### src/sv/ttt_pkg.sv
// shared types and constants of the tick timer table
// used by the interfaces, the controller, the datapath, the top level and the checker
// no dependencies
package ttt_pkg;

  // table size and field widths
  localparam int unsigned NumTimersDefault = 16;
  localparam int unsigned ActW             = 2;
  localparam int unsigned IdW              = 4;
  localparam int unsigned DurW             = 20;
  localparam int unsigned TimeW            = 22;
  localparam int unsigned StepW            = 10;

  // register port
  localparam int unsigned DataW   = 32;
  localparam int unsigned RegIdxW = 1;
  localparam int unsigned PAddrW  = RegIdxW + 2;

  localparam logic [RegIdxW-1:0] RegTickStep = 1'b0;
  localparam logic [StepW-1:0]   StepReset   = 10'd100;

  // operation codes of an input word
  typedef enum logic [ActW-1:0] {
    ACT_START   = 2'd0,
    ACT_STOP    = 2'd1,
    ACT_DESTROY = 2'd2,
    ACT_TICK    = 2'd3
  } action_e;

  // controller to datapath
  typedef struct packed {
    logic accept;
    logic scan;
    logic flush;
  } cmd_t;

  // datapath to controller
  typedef struct packed {
    logic is_tick;
    logic scan_done;
    logic pend_valid;
    logic out_free;
  } status_t;

endpackage

### src/sv/ttt_in_if.sv
// input channel of the tick timer table: valid, ready and one command word
// depends on ttt_pkg
interface ttt_in_if;

  logic                       valid;
  logic                       ready;
  logic [ttt_pkg::ActW-1:0]   action;
  logic [ttt_pkg::IdW-1:0]    timer_id;
  logic [ttt_pkg::DurW-1:0]   duration;

  modport source (output valid, action, timer_id, duration, input ready);
  modport sink   (input valid, action, timer_id, duration, output ready);

endinterface

### src/sv/ttt_out_if.sv
// output channel of the tick timer table: valid, ready and one expiry word
// depends on ttt_pkg
interface ttt_out_if;

  logic                     valid;
  logic                     ready;
  logic [ttt_pkg::IdW-1:0]  expired_id;
  logic                     last_expired;

  modport source (output valid, expired_id, last_expired, input ready);
  modport sink   (input valid, expired_id, last_expired, output ready);

endinterface

### src/sv/ttt_ctrl.sv
// controller of the tick timer table: idle, table scan and final flush
// depends on ttt_pkg for the command and status structs
module ttt_ctrl (
  input  logic             clk_i,
  input  logic             rst_ni,
  input  logic             in_valid_i,
  input  ttt_pkg::status_t status_i,
  output ttt_pkg::cmd_t    cmd_o,
  output logic             in_ready_o
);

  typedef enum logic [2:0] {
    ST_IDLE  = 3'b001,
    ST_SCAN  = 3'b010,
    ST_FLUSH = 3'b100
  } state_e;

  state_e state_q, state_d;

  // next state and commands
  always_comb begin
    state_d    = state_q;
    cmd_o      = '0;
    in_ready_o = 1'b0;
    case (state_q)
      ST_IDLE: begin
        in_ready_o = 1'b1;
        if (in_valid_i) begin
          cmd_o.accept = 1'b1;
          if (status_i.is_tick) begin
            state_d = ST_SCAN;
          end
        end
      end
      ST_SCAN: begin
        cmd_o.scan = 1'b1;
        if (status_i.scan_done) begin
          state_d = ST_FLUSH;
        end
      end
      ST_FLUSH: begin
        // the held id is the final one of this tick
        if (status_i.pend_valid) begin
          if (status_i.out_free) begin
            cmd_o.flush = 1'b1;
            state_d     = ST_IDLE;
          end
        end else begin
          state_d = ST_IDLE;
        end
      end
      default: begin
        state_d = ST_IDLE;
      end
    endcase
  end

  // state register
  always_ff @(posedge clk_i or negedge rst_ni) begin
    if (!rst_ni) begin
      state_q <= ST_IDLE;
    end else begin
      state_q <= state_d;
    end
  end

endmodule

### src/sv/ttt_datapath.sv
// datapath of the tick timer table: flags, time-left memory, scan pipeline,
// held expiry, output register and the tick step register
// depends on ttt_pkg
module ttt_datapath #(
  parameter int unsigned NUM_TIMERS = ttt_pkg::NumTimersDefault
) (
  input  logic                          clk_i,
  input  logic                          rst_ni,
  input  ttt_pkg::cmd_t                 cmd_i,
  output ttt_pkg::status_t              status_o,
  input  logic [ttt_pkg::ActW-1:0]      action_i,
  input  logic [ttt_pkg::IdW-1:0]       timer_id_i,
  input  logic [ttt_pkg::DurW-1:0]      duration_i,
  output logic                          out_valid_o,
  input  logic                          out_ready_i,
  output logic [ttt_pkg::IdW-1:0]       expired_id_o,
  output logic                          last_expired_o,
  input  logic                          psel,
  input  logic                          penable,
  input  logic                          pwrite,
  input  logic [ttt_pkg::PAddrW-1:0]    paddr,
  input  logic [ttt_pkg::DataW-1:0]     pwdata,
  output logic [ttt_pkg::DataW-1:0]     prdata
);

  localparam int unsigned IdxW = $clog2(NUM_TIMERS);
  localparam int unsigned CntW = IdxW + 1;
  localparam int unsigned CmpW = ((IdxW > ttt_pkg::IdW) ? IdxW : ttt_pkg::IdW) + 1;

  logic [ttt_pkg::StepW-1:0] step_q;
  logic [NUM_TIMERS-1:0]     present_q;
  logic [NUM_TIMERS-1:0]     running_q;
  logic [ttt_pkg::TimeW-1:0] time_mem [NUM_TIMERS];
  logic [ttt_pkg::TimeW-1:0] rd_data_q;
  logic [CntW-1:0]           scan_cnt_q;
  logic                      proc_valid_q;
  logic [IdxW-1:0]           proc_idx_q;
  logic                      pend_valid_q;
  logic [ttt_pkg::IdW-1:0]   pend_id_q;
  logic                      out_valid_q;
  logic [ttt_pkg::IdW-1:0]   out_id_q;
  logic                      out_last_q;

  ttt_pkg::action_e          act;
  logic [CmpW-1:0]           id_wide;
  logic                      id_ok;
  logic [IdxW-1:0]           id_idx;
  logic                      op_write;
  logic [ttt_pkg::TimeW-1:0] step_ext;
  logic [ttt_pkg::TimeW-1:0] left;
  logic                      active;
  logic                      expire;
  logic                      out_free;
  logic                      blocked;
  logic                      advance;
  logic                      rd_en;
  logic                      emit_scan;
  logic [CmpW-1:0]           proc_wide;
  logic                      cfg_wr;

  // command decode and addressing
  assign act      = ttt_pkg::action_e'(action_i);
  assign id_wide  = CmpW'(timer_id_i);
  assign id_ok    = id_wide < CmpW'(NUM_TIMERS);
  assign id_idx   = id_wide[IdxW-1:0];
  assign op_write = cmd_i.accept && (act == ttt_pkg::ACT_START) && id_ok;

  // one entry of the scan: subtract the step, expire at zero or below
  assign step_ext  = ttt_pkg::TimeW'(step_q);
  assign left      = rd_data_q - step_ext;
  assign active    = present_q[proc_idx_q] & running_q[proc_idx_q];
  assign expire    = proc_valid_q && active && (rd_data_q <= step_ext);
  assign out_free  = !out_valid_q || out_ready_i;
  assign blocked   = expire && pend_valid_q && !out_free;
  assign advance   = cmd_i.scan && !blocked;
  assign rd_en     = advance && (scan_cnt_q != CntW'(NUM_TIMERS));
  assign emit_scan = advance && expire && pend_valid_q;
  assign proc_wide = CmpW'(proc_idx_q);

  // status back to the controller
  assign status_o.is_tick    = (act == ttt_pkg::ACT_TICK);
  assign status_o.scan_done  = (scan_cnt_q == CntW'(NUM_TIMERS)) && !proc_valid_q;
  assign status_o.pend_valid = pend_valid_q;
  assign status_o.out_free   = out_free;

  // time-left memory, one write and one registered read a cycle
  always_ff @(posedge clk_i) begin
    if (op_write) begin
      time_mem[id_idx] <= ttt_pkg::TimeW'(duration_i);
    end else if (advance && proc_valid_q && active) begin
      time_mem[proc_idx_q] <= left;
    end
    if (rd_en) begin
      rd_data_q <= time_mem[scan_cnt_q[IdxW-1:0]];
    end
  end

  // present and running flags
  always_ff @(posedge clk_i or negedge rst_ni) begin
    if (!rst_ni) begin
      present_q <= '0;
      running_q <= '0;
    end else if (cmd_i.accept && id_ok) begin
      case (act)
        ttt_pkg::ACT_START: begin
          present_q[id_idx] <= 1'b1;
          running_q[id_idx] <= 1'b1;
        end
        ttt_pkg::ACT_STOP: begin
          if (present_q[id_idx]) begin
            running_q[id_idx] <= 1'b0;
          end
        end
        ttt_pkg::ACT_DESTROY: begin
          present_q[id_idx] <= 1'b0;
          running_q[id_idx] <= 1'b0;
        end
        default: begin
        end
      endcase
    end else if (advance && expire) begin
      present_q[proc_idx_q] <= 1'b0;
      running_q[proc_idx_q] <= 1'b0;
    end
  end

  // scan counter, read stage and the held expiry
  // an expired id waits here until the next expiry or the end of the scan
  always_ff @(posedge clk_i or negedge rst_ni) begin
    if (!rst_ni) begin
      scan_cnt_q   <= '0;
      proc_valid_q <= 1'b0;
      proc_idx_q   <= '0;
      pend_valid_q <= 1'b0;
      pend_id_q    <= '0;
    end else if (cmd_i.accept && status_o.is_tick) begin
      scan_cnt_q   <= '0;
      proc_valid_q <= 1'b0;
      pend_valid_q <= 1'b0;
    end else if (advance) begin
      proc_valid_q <= rd_en;
      if (rd_en) begin
        proc_idx_q <= scan_cnt_q[IdxW-1:0];
        scan_cnt_q <= scan_cnt_q + 1'b1;
      end
      if (expire) begin
        pend_valid_q <= 1'b1;
        pend_id_q    <= proc_wide[ttt_pkg::IdW-1:0];
      end
    end else if (cmd_i.flush) begin
      pend_valid_q <= 1'b0;
    end
  end

  // output register
  always_ff @(posedge clk_i or negedge rst_ni) begin
    if (!rst_ni) begin
      out_valid_q <= 1'b0;
    end else if (emit_scan || cmd_i.flush) begin
      out_valid_q <= 1'b1;
    end else if (out_ready_i) begin
      out_valid_q <= 1'b0;
    end
  end

  always_ff @(posedge clk_i) begin
    if (emit_scan || cmd_i.flush) begin
      out_id_q   <= pend_id_q;
      out_last_q <= cmd_i.flush;
    end
  end

  assign out_valid_o    = out_valid_q;
  assign expired_id_o   = out_id_q;
  assign last_expired_o = out_last_q;

  // tick step register
  assign cfg_wr = psel && penable && pwrite &&
                  (paddr[ttt_pkg::PAddrW-1:2] == ttt_pkg::RegTickStep);

  always_ff @(posedge clk_i or negedge rst_ni) begin
    if (!rst_ni) begin
      step_q <= ttt_pkg::StepReset;
    end else if (cfg_wr) begin
      step_q <= pwdata[ttt_pkg::StepW-1:0];
    end
  end

  assign prdata = (paddr[ttt_pkg::PAddrW-1:2] == ttt_pkg::RegTickStep) ?
                  ttt_pkg::DataW'(step_q) : '0;

endmodule

### src/sv/tick_timer_table_core.sv
// tick timer table: a table of one-shot timers addressed by timer id
//
// in_i carries command words (start, stop, destroy, tick); out_o carries one
// word per timer that expires on a tick, in ascending id order, with
// last_expired set on the final one. a tick with no expiry gives no word.
// the register port holds tick_step at byte address 0; pready is always high.
// start, stop and destroy leave the input ready, so the next word may follow
// at once. a tick keeps the input stalled while the scan reads the time-left
// memory one entry a cycle, except where an output stall meets a pending
// expiry word, and then while the held word is flushed.
// when the receiver stalls, the output register holds its word and the scan
// pauses at the next expiry; an item that gives no output is still taken.
// reset empties the table and loads tick_step with 100; time-left values
// are written by start and by the scan of running timers: no clearing needed.
// depends on ttt_pkg, ttt_in_if, ttt_out_if, ttt_ctrl and ttt_datapath
module tick_timer_table_core #(
  parameter int unsigned NUM_TIMERS = ttt_pkg::NumTimersDefault
) (
  input  logic                        clk_i,
  input  logic                        rst_ni,
  ttt_in_if.sink                      in_i,
  ttt_out_if.source                   out_o,
  input  logic                        psel,
  input  logic                        penable,
  input  logic                        pwrite,
  input  logic [ttt_pkg::PAddrW-1:0]  paddr,
  input  logic [ttt_pkg::DataW-1:0]   pwdata,
  output logic [ttt_pkg::DataW-1:0]   prdata,
  output logic                        pready
);

  ttt_pkg::cmd_t    cmd;
  ttt_pkg::status_t status;
  logic             in_ready;

  assign in_i.ready = in_ready;
  assign pready     = 1'b1;

  // sequencing of idle, scan and flush
  ttt_ctrl u_ctrl (
    .clk_i      (clk_i),
    .rst_ni     (rst_ni),
    .in_valid_i (in_i.valid),
    .status_i   (status),
    .cmd_o      (cmd),
    .in_ready_o (in_ready)
  );

  // table storage and scan
  ttt_datapath #(
    .NUM_TIMERS (NUM_TIMERS)
  ) u_datapath (
    .clk_i          (clk_i),
    .rst_ni         (rst_ni),
    .cmd_i          (cmd),
    .status_o       (status),
    .action_i       (in_i.action),
    .timer_id_i     (in_i.timer_id),
    .duration_i     (in_i.duration),
    .out_valid_o    (out_o.valid),
    .out_ready_i    (out_o.ready),
    .expired_id_o   (out_o.expired_id),
    .last_expired_o (out_o.last_expired),
    .psel           (psel),
    .penable        (penable),
    .pwrite         (pwrite),
    .paddr          (paddr),
    .pwdata         (pwdata),
    .prdata         (prdata)
  );

endmodule

### src/flat_wrapper.sv
// flat-port wrapper written by rule: the top's interface ports become plain ports
module tick_timer_table_core_flat 
#(
  parameter int unsigned NUM_TIMERS = ttt_pkg::NumTimersDefault
)
  (clk_i, rst_ni, psel, penable, pwrite, paddr, pwdata, prdata, pready, in_i_valid, in_i_action, in_i_timer_id, in_i_duration, in_i_ready, out_o_valid, out_o_expired_id, out_o_last_expired, out_o_ready);
  ttt_in_if in_i_i ();
  ttt_out_if out_o_i ();
  input  logic clk_i;
  input  logic rst_ni;
  input  logic psel;
  input  logic penable;
  input  logic pwrite;
  input  logic [ttt_pkg::PAddrW-1:0] paddr;
  input  logic [ttt_pkg::DataW-1:0] pwdata;
  output logic [ttt_pkg::DataW-1:0] prdata;
  output logic pready;
  input wire logic [$bits(in_i_i.valid)-1:0] in_i_valid;
  input wire logic [$bits(in_i_i.action)-1:0] in_i_action;
  input wire logic [$bits(in_i_i.timer_id)-1:0] in_i_timer_id;
  input wire logic [$bits(in_i_i.duration)-1:0] in_i_duration;
  output wire logic [$bits(in_i_i.ready)-1:0] in_i_ready;
  output wire logic [$bits(out_o_i.valid)-1:0] out_o_valid;
  output wire logic [$bits(out_o_i.expired_id)-1:0] out_o_expired_id;
  output wire logic [$bits(out_o_i.last_expired)-1:0] out_o_last_expired;
  input wire logic [$bits(out_o_i.ready)-1:0] out_o_ready;
  assign in_i_i.valid = in_i_valid;
  assign in_i_i.action = in_i_action;
  assign in_i_i.timer_id = in_i_timer_id;
  assign in_i_i.duration = in_i_duration;
  assign in_i_ready = in_i_i.ready;
  assign out_o_valid = out_o_i.valid;
  assign out_o_expired_id = out_o_i.expired_id;
  assign out_o_last_expired = out_o_i.last_expired;
  assign out_o_i.ready = out_o_ready;
  tick_timer_table_core #(.NUM_TIMERS(NUM_TIMERS)) u_core (.clk_i(clk_i), .rst_ni(rst_ni), .in_i(in_i_i), .out_o(out_o_i), .psel(psel), .penable(penable), .pwrite(pwrite), .paddr(paddr), .pwdata(pwdata), .prdata(prdata), .pready(pready));
endmodule
### config.mk
export PLATFORM = sky130hd
export DESIGN_NAME = tick_timer_table_core_flat
export DESIGN_NICKNAME = d
export VERILOG_FILES = /design/src/sv/ttt_pkg.sv /design/src/sv/ttt_in_if.sv /design/src/sv/ttt_out_if.sv /design/src/sv/ttt_ctrl.sv /design/src/sv/ttt_datapath.sv /design/src/sv/tick_timer_table_core.sv /design/src/flat_wrapper.sv
export SDC_FILE = /design/constraint.sdc
export NUM_CORES = 1
export LEC_CHECK = 0
export BUFFER_PORTS_ARGS = -buffer_cell sky130_fd_sc_hd__clkbuf_2
export CAP_MARGIN = 20
export CELL_PAD_IN_SITES_DETAIL_PLACEMENT = 2
export CELL_PAD_IN_SITES_GLOBAL_PLACEMENT = 2
export CORE_UTILIZATION = 49
export DETAILED_ROUTE_END_ITERATION = 16
export MAX_ROUTING_LAYER = met4
export PLACE_DENSITY = 0.9
export SETUP_SLACK_MARGIN = 0.1
export SLEW_MARGIN = 20
export SYNTH_ARGS = -nofsm -noshare
export SYNTH_HDL_FRONTEND = slang
export SYNTH_HIERARCHICAL = 1
export SYNTH_SLANG_ARGS = --single-unit
### constraint.sdc
create_clock -name clk_i -period 9.9 [get_ports clk_i]
set_input_delay 0.99 -clock clk_i [delete_from_list [all_inputs] [get_ports clk_i]]
set_output_delay 0.99 -clock clk_i [all_outputs]
set_load 0.02 [all_outputs]
==> summary.txt <==
Worst setup path
  – Setup crit end kind: flop
  – FF-to-FF path depth: 13
  – Data arrival time of the worst path: 5840 ps
  – Slowest cell on crit path: a211oi_1
  – Crit-path cells: inv_1 -> ha_1 -> inv_1 -> fa_1 -> a21o_1 -> a221oi_1 -> o221ai_1 -> buf_4 -> a211oi_1 -> nand4b_4 -> or2_1 -> o22ai_2 -> buf_4
  – Crit path max fanout: 45
  – CP peak stage delay: 950 ps
  – CP startpoint kind: flop
  – Worst path required time: 10190 ps
  – Setup CP Type: flop to flop

Logic synthesis
  – Mapped cell area: 0.0189 mm^2
  – Cell count after synthesis: 1109
  – Number of synthesized flops with an enable pin: 379
  – Yosys reg bits: 440
  – Mux contribution to synthesized area: 15.8%
  – Synth Area in Compound Gates: 4.70%
  – Simple-Gate Fraction of Synth Area: 6.31%
  – XOR/XNOR share of the synthesized area: 0.929%
  – Main combinational cell family by area after synthesis: multiplexers
  – Distinct cells, synth: 65
  – Async SR Flop Fraction: 13.9%
  – Syn. warnings: 6
  – Mean cell area of the mapped netlist: 17.0 um^2
  – Synth Flop Type: edfxtp_1
  – Area share of fa/ha/maj cells after synthesis: 1.17%
  – Sequential fraction of the synthesis area: 68.4%

Clock network
  – Resized cells post-CTS: 0
  – Root Buffer Master: clkbuf_16
  – Deepest clock path buffer count: 3
  – CTS clk-pin slew, worst paths: 60 ps
  – Clk sink count: 440
  – TritonCTS Buffers: 47
  – Hold_buf cts: 0
  – H-tree depth reported by CTS: 2
  – Post-CTS Setup Bufs: 0
  – CTS tree: yes
  – Worst-skew pair later-pin latency: 620 ps

Timing
  – Worst Tran Pin Value: 1170 ps
  – Setup TNS: 0 ps
  – Final Setup Violations: 0
  – Final min period: 5560 ps
  – Hold violation count in the final report: 0
  – Worst slew margin: 22.1%
  – Unrepaired setup endpoints after global routing: false
  – FMAX: 180 MHz
  – Final worst-path cycle share: 56.2%
  – Clk_skew: 29.7 ps
  – Slew Viols, Final: 0

Run
  – Maxcap violations: 0

Pwr
  – VDD IR max: 167 uV
  – Pwr per Cell Area: 210 mW/mm^2
  – Pleak: 7.48 nW

Cells and area
  – Nets: 1284
  – Area overhead of the layout relative to synthesis: 14.6%
  – Commonest non-fill, non-tap cell in the layout: edfxtp_1
  – Most frequent cells in the layout: 379 x edfxtp_1, 116 x mux4_2, 101 x nand2_1, 60 x clkbuf_2, 53 x dfrtp_1
  – Layout cells sized above 1: 28.9%
  – Finished Layout Cells: 1748
  – Multi-input logic area: 0.00564 mm^2
  – # fillers: 3188
  – Reg area: 0.0129 mm^2

Floorplan
  – Die X-Extent: 198 um
  – # IOs: 108
  – Overall die height: 198 um
  – Initial Util: 50.0%
  – Die ar.: 0.0393 mm^2
  – Site Rows: 71
  – Core ar.: 0.0378 mm^2

Route
  – Final wirelength: 66900 um
  – Antenna violation net count after detailed routing: 0
  – DRC Markers: 0
  – DR WL/cell: 38.2 um
  – DR vias/cell: 6.74
  – DRT iter0 DRCs: 1148
  – Vias: 11788
  – Drt first pass iters: 5

GRT
  – GR Overflow Total: 0
  – Vias in the first global route: 12478
  – GR Util All Layers: 35.8%
  – Global-route wire length before repair: 93700 um
  – Number of antenna violations at the first check in global routing: 1
  – Largest net degree at the start of global routing: 62

Placed design
  – DP HPWL: 37100 um
  – DP Cell Count: 1659
  – RD Place Congestion: 0.827
  – Port bufs: 60

Status
  – Status: complete, no violations

Worst hold path
  – WHS Path Cells: 0
  – Worst hold path class: flop to flop
power by group:
group	internal, W	switching, W
combinational	0.000171	0.000253
clock	0.00118	0.000832
sequential	0.00205	0.0000524
total	0.00340	0.00114
state kept, by name, indices dropped and copies added (netlist names), named ones only:
name and count:
u_core/u_datapath/rd_data_q 22, u_core/u_datapath/proc_valid_q 1, u_core/u_datapath/time_mem 352, u_core/u_datapath/proc_idx_q 4, u_core/u_datapath/last_expired_o 1, u_core/u_datapath/pend_id_q 4
u_core/u_datapath/step_q 10, u_core/u_datapath/out_valid_o 1, u_core/u_ctrl/state_q 3, u_core/u_datapath/expired_id_o 4, u_core/u_datapath/pend_valid_q 1, u_core/u_datapath/scan_cnt_q 5
kinds of logic (layout without fill, tap and decap cells):
family | count (synthesis) | in the layout
adder cells (fa/ha/maj) | 17 | 17
AO/OA/AOI/OAI | 137 | 137
multiplexers | 149 | 149
buffers and inverters | 103 | 209
other | 2 | 24
AND/OR/NAND/NOR | 241 | 241
flip-flops | 440 | 440
XOR/XNOR | 20 | 20
final timing paths:
kind	endpoint	slack, ps	from
min in group asynchronous	u_core/u_datapath/step_q[3]$_DFFE_PN0P_	570	rst_ni
max reg2reg	u_core/u_datapath/time_mem[5][13]$_DFFE_PP_	4340	u_core/u_datapath/rd_data_q[0]$_DFFE_PP_
min	u_core/u_datapath/expired_id_o[1]$_DFFE_PP_	490	u_core/u_datapath/pend_id_q[1]$_DFFE_PN0P_
max	u_core/u_datapath/time_mem[5][13]$_DFFE_PP_	4340	u_core/u_datapath/rd_data_q[0]$_DFFE_PP_
max in group asynchronous	u_core/u_datapath/scan_cnt_q[0]$_DFFE_PN0P_	8620	rst_ni
min reg2reg	u_core/u_datapath/expired_id_o[1]$_DFFE_PP_	490	u_core/u_datapath/pend_id_q[1]$_DFFE_PN0P_
final cells by class:
type	instances	area share (%)
Antenna cell	1	0.0116
Timing Repair Buffer	101	2.92
Clock inverter	28	2.03
Sequential cell	440	59.8
Inverter	22	0.382
Clock buffer	58	5.87
Tap cell	511	2.96
Multi-Input combinational cell	587	26.1
metrics by stage:
stage	instance area [um^2]	total power [W]	util, %	worst slack (ps)	hold slack, ps
detailed placement	19900	0.00254	52.6	4640	436
global route	21600	0.00463	57.3	4370	502
CTS	21600	0.00455	57.1	4500	481
global placement	19900	0.00250	52.6	5150	429
finish	21600	0.00454	57.3	4340	486
floorplan	18900	0.00239	-	6000	419
synthesized netlist by cell type (2+ instances only):
cell	instances	share of area [%]
o22ai_2	4	0.27
conb_1	2	0.040
o21ai_0	41	1.1
mux2i_1	9	0.48
and2_1	4	0.13
nor4_1	7	0.23
nand4b_1	4	0.19
or2_1	3	0.099
a21oi_1	33	0.88
xor2_1	9	0.42
and3_1	3	0.099
dfrtp_1	57	7.6
o2bb2ai_1	2	0.093
edfxtp_1	379	60
a211oi_1	5	0.20
buf_6	2	0.12
buf_4	26	1.0
nand2b_1	15	0.50
mux2_2	24	1.4
o31ai_1	18	0.72
dfstp_2	4	0.56
or2_2	4	0.13
xnor2_1	11	0.51
nor2b_1	8	0.27
a21o_1	5	0.20
nand4_1	4	0.13
nand4bb_1	2	0.12
inv_1	22	0.44
mux4_2	116	14
o22ai_1	15	0.50
nand3_1	9	0.24
buf_1	14	0.28
nor3_1	13	0.34
or4_1	2	0.080
or3_1	6	0.20
ha_1	16	1.1
nand3b_1	4	0.16
nand2_1	101	2.0
nor2_1	43	0.86
clkbuf_1	38	0.76
layer usage:
metal  vias up  share of wire [%]  track usage, %
li1       4508                  -               -
met1      6288                 37            43.2
met2       756                 50            58.8
met3       236                6.8            5.28
met4         0                6.2            18.9
met5         -                  0               -
critical path, delay by kind of cell, from the launching register on:
kind,cells,cell delay (ps)
AND/OR/NAND/NOR,2,1180
flip-flops,1,380
buffers and inverters,4,780
AO/OA/AOI/OAI,5,2260
adder cells (fa/ha/maj),2,600
(Power assumes the default switching activity.)
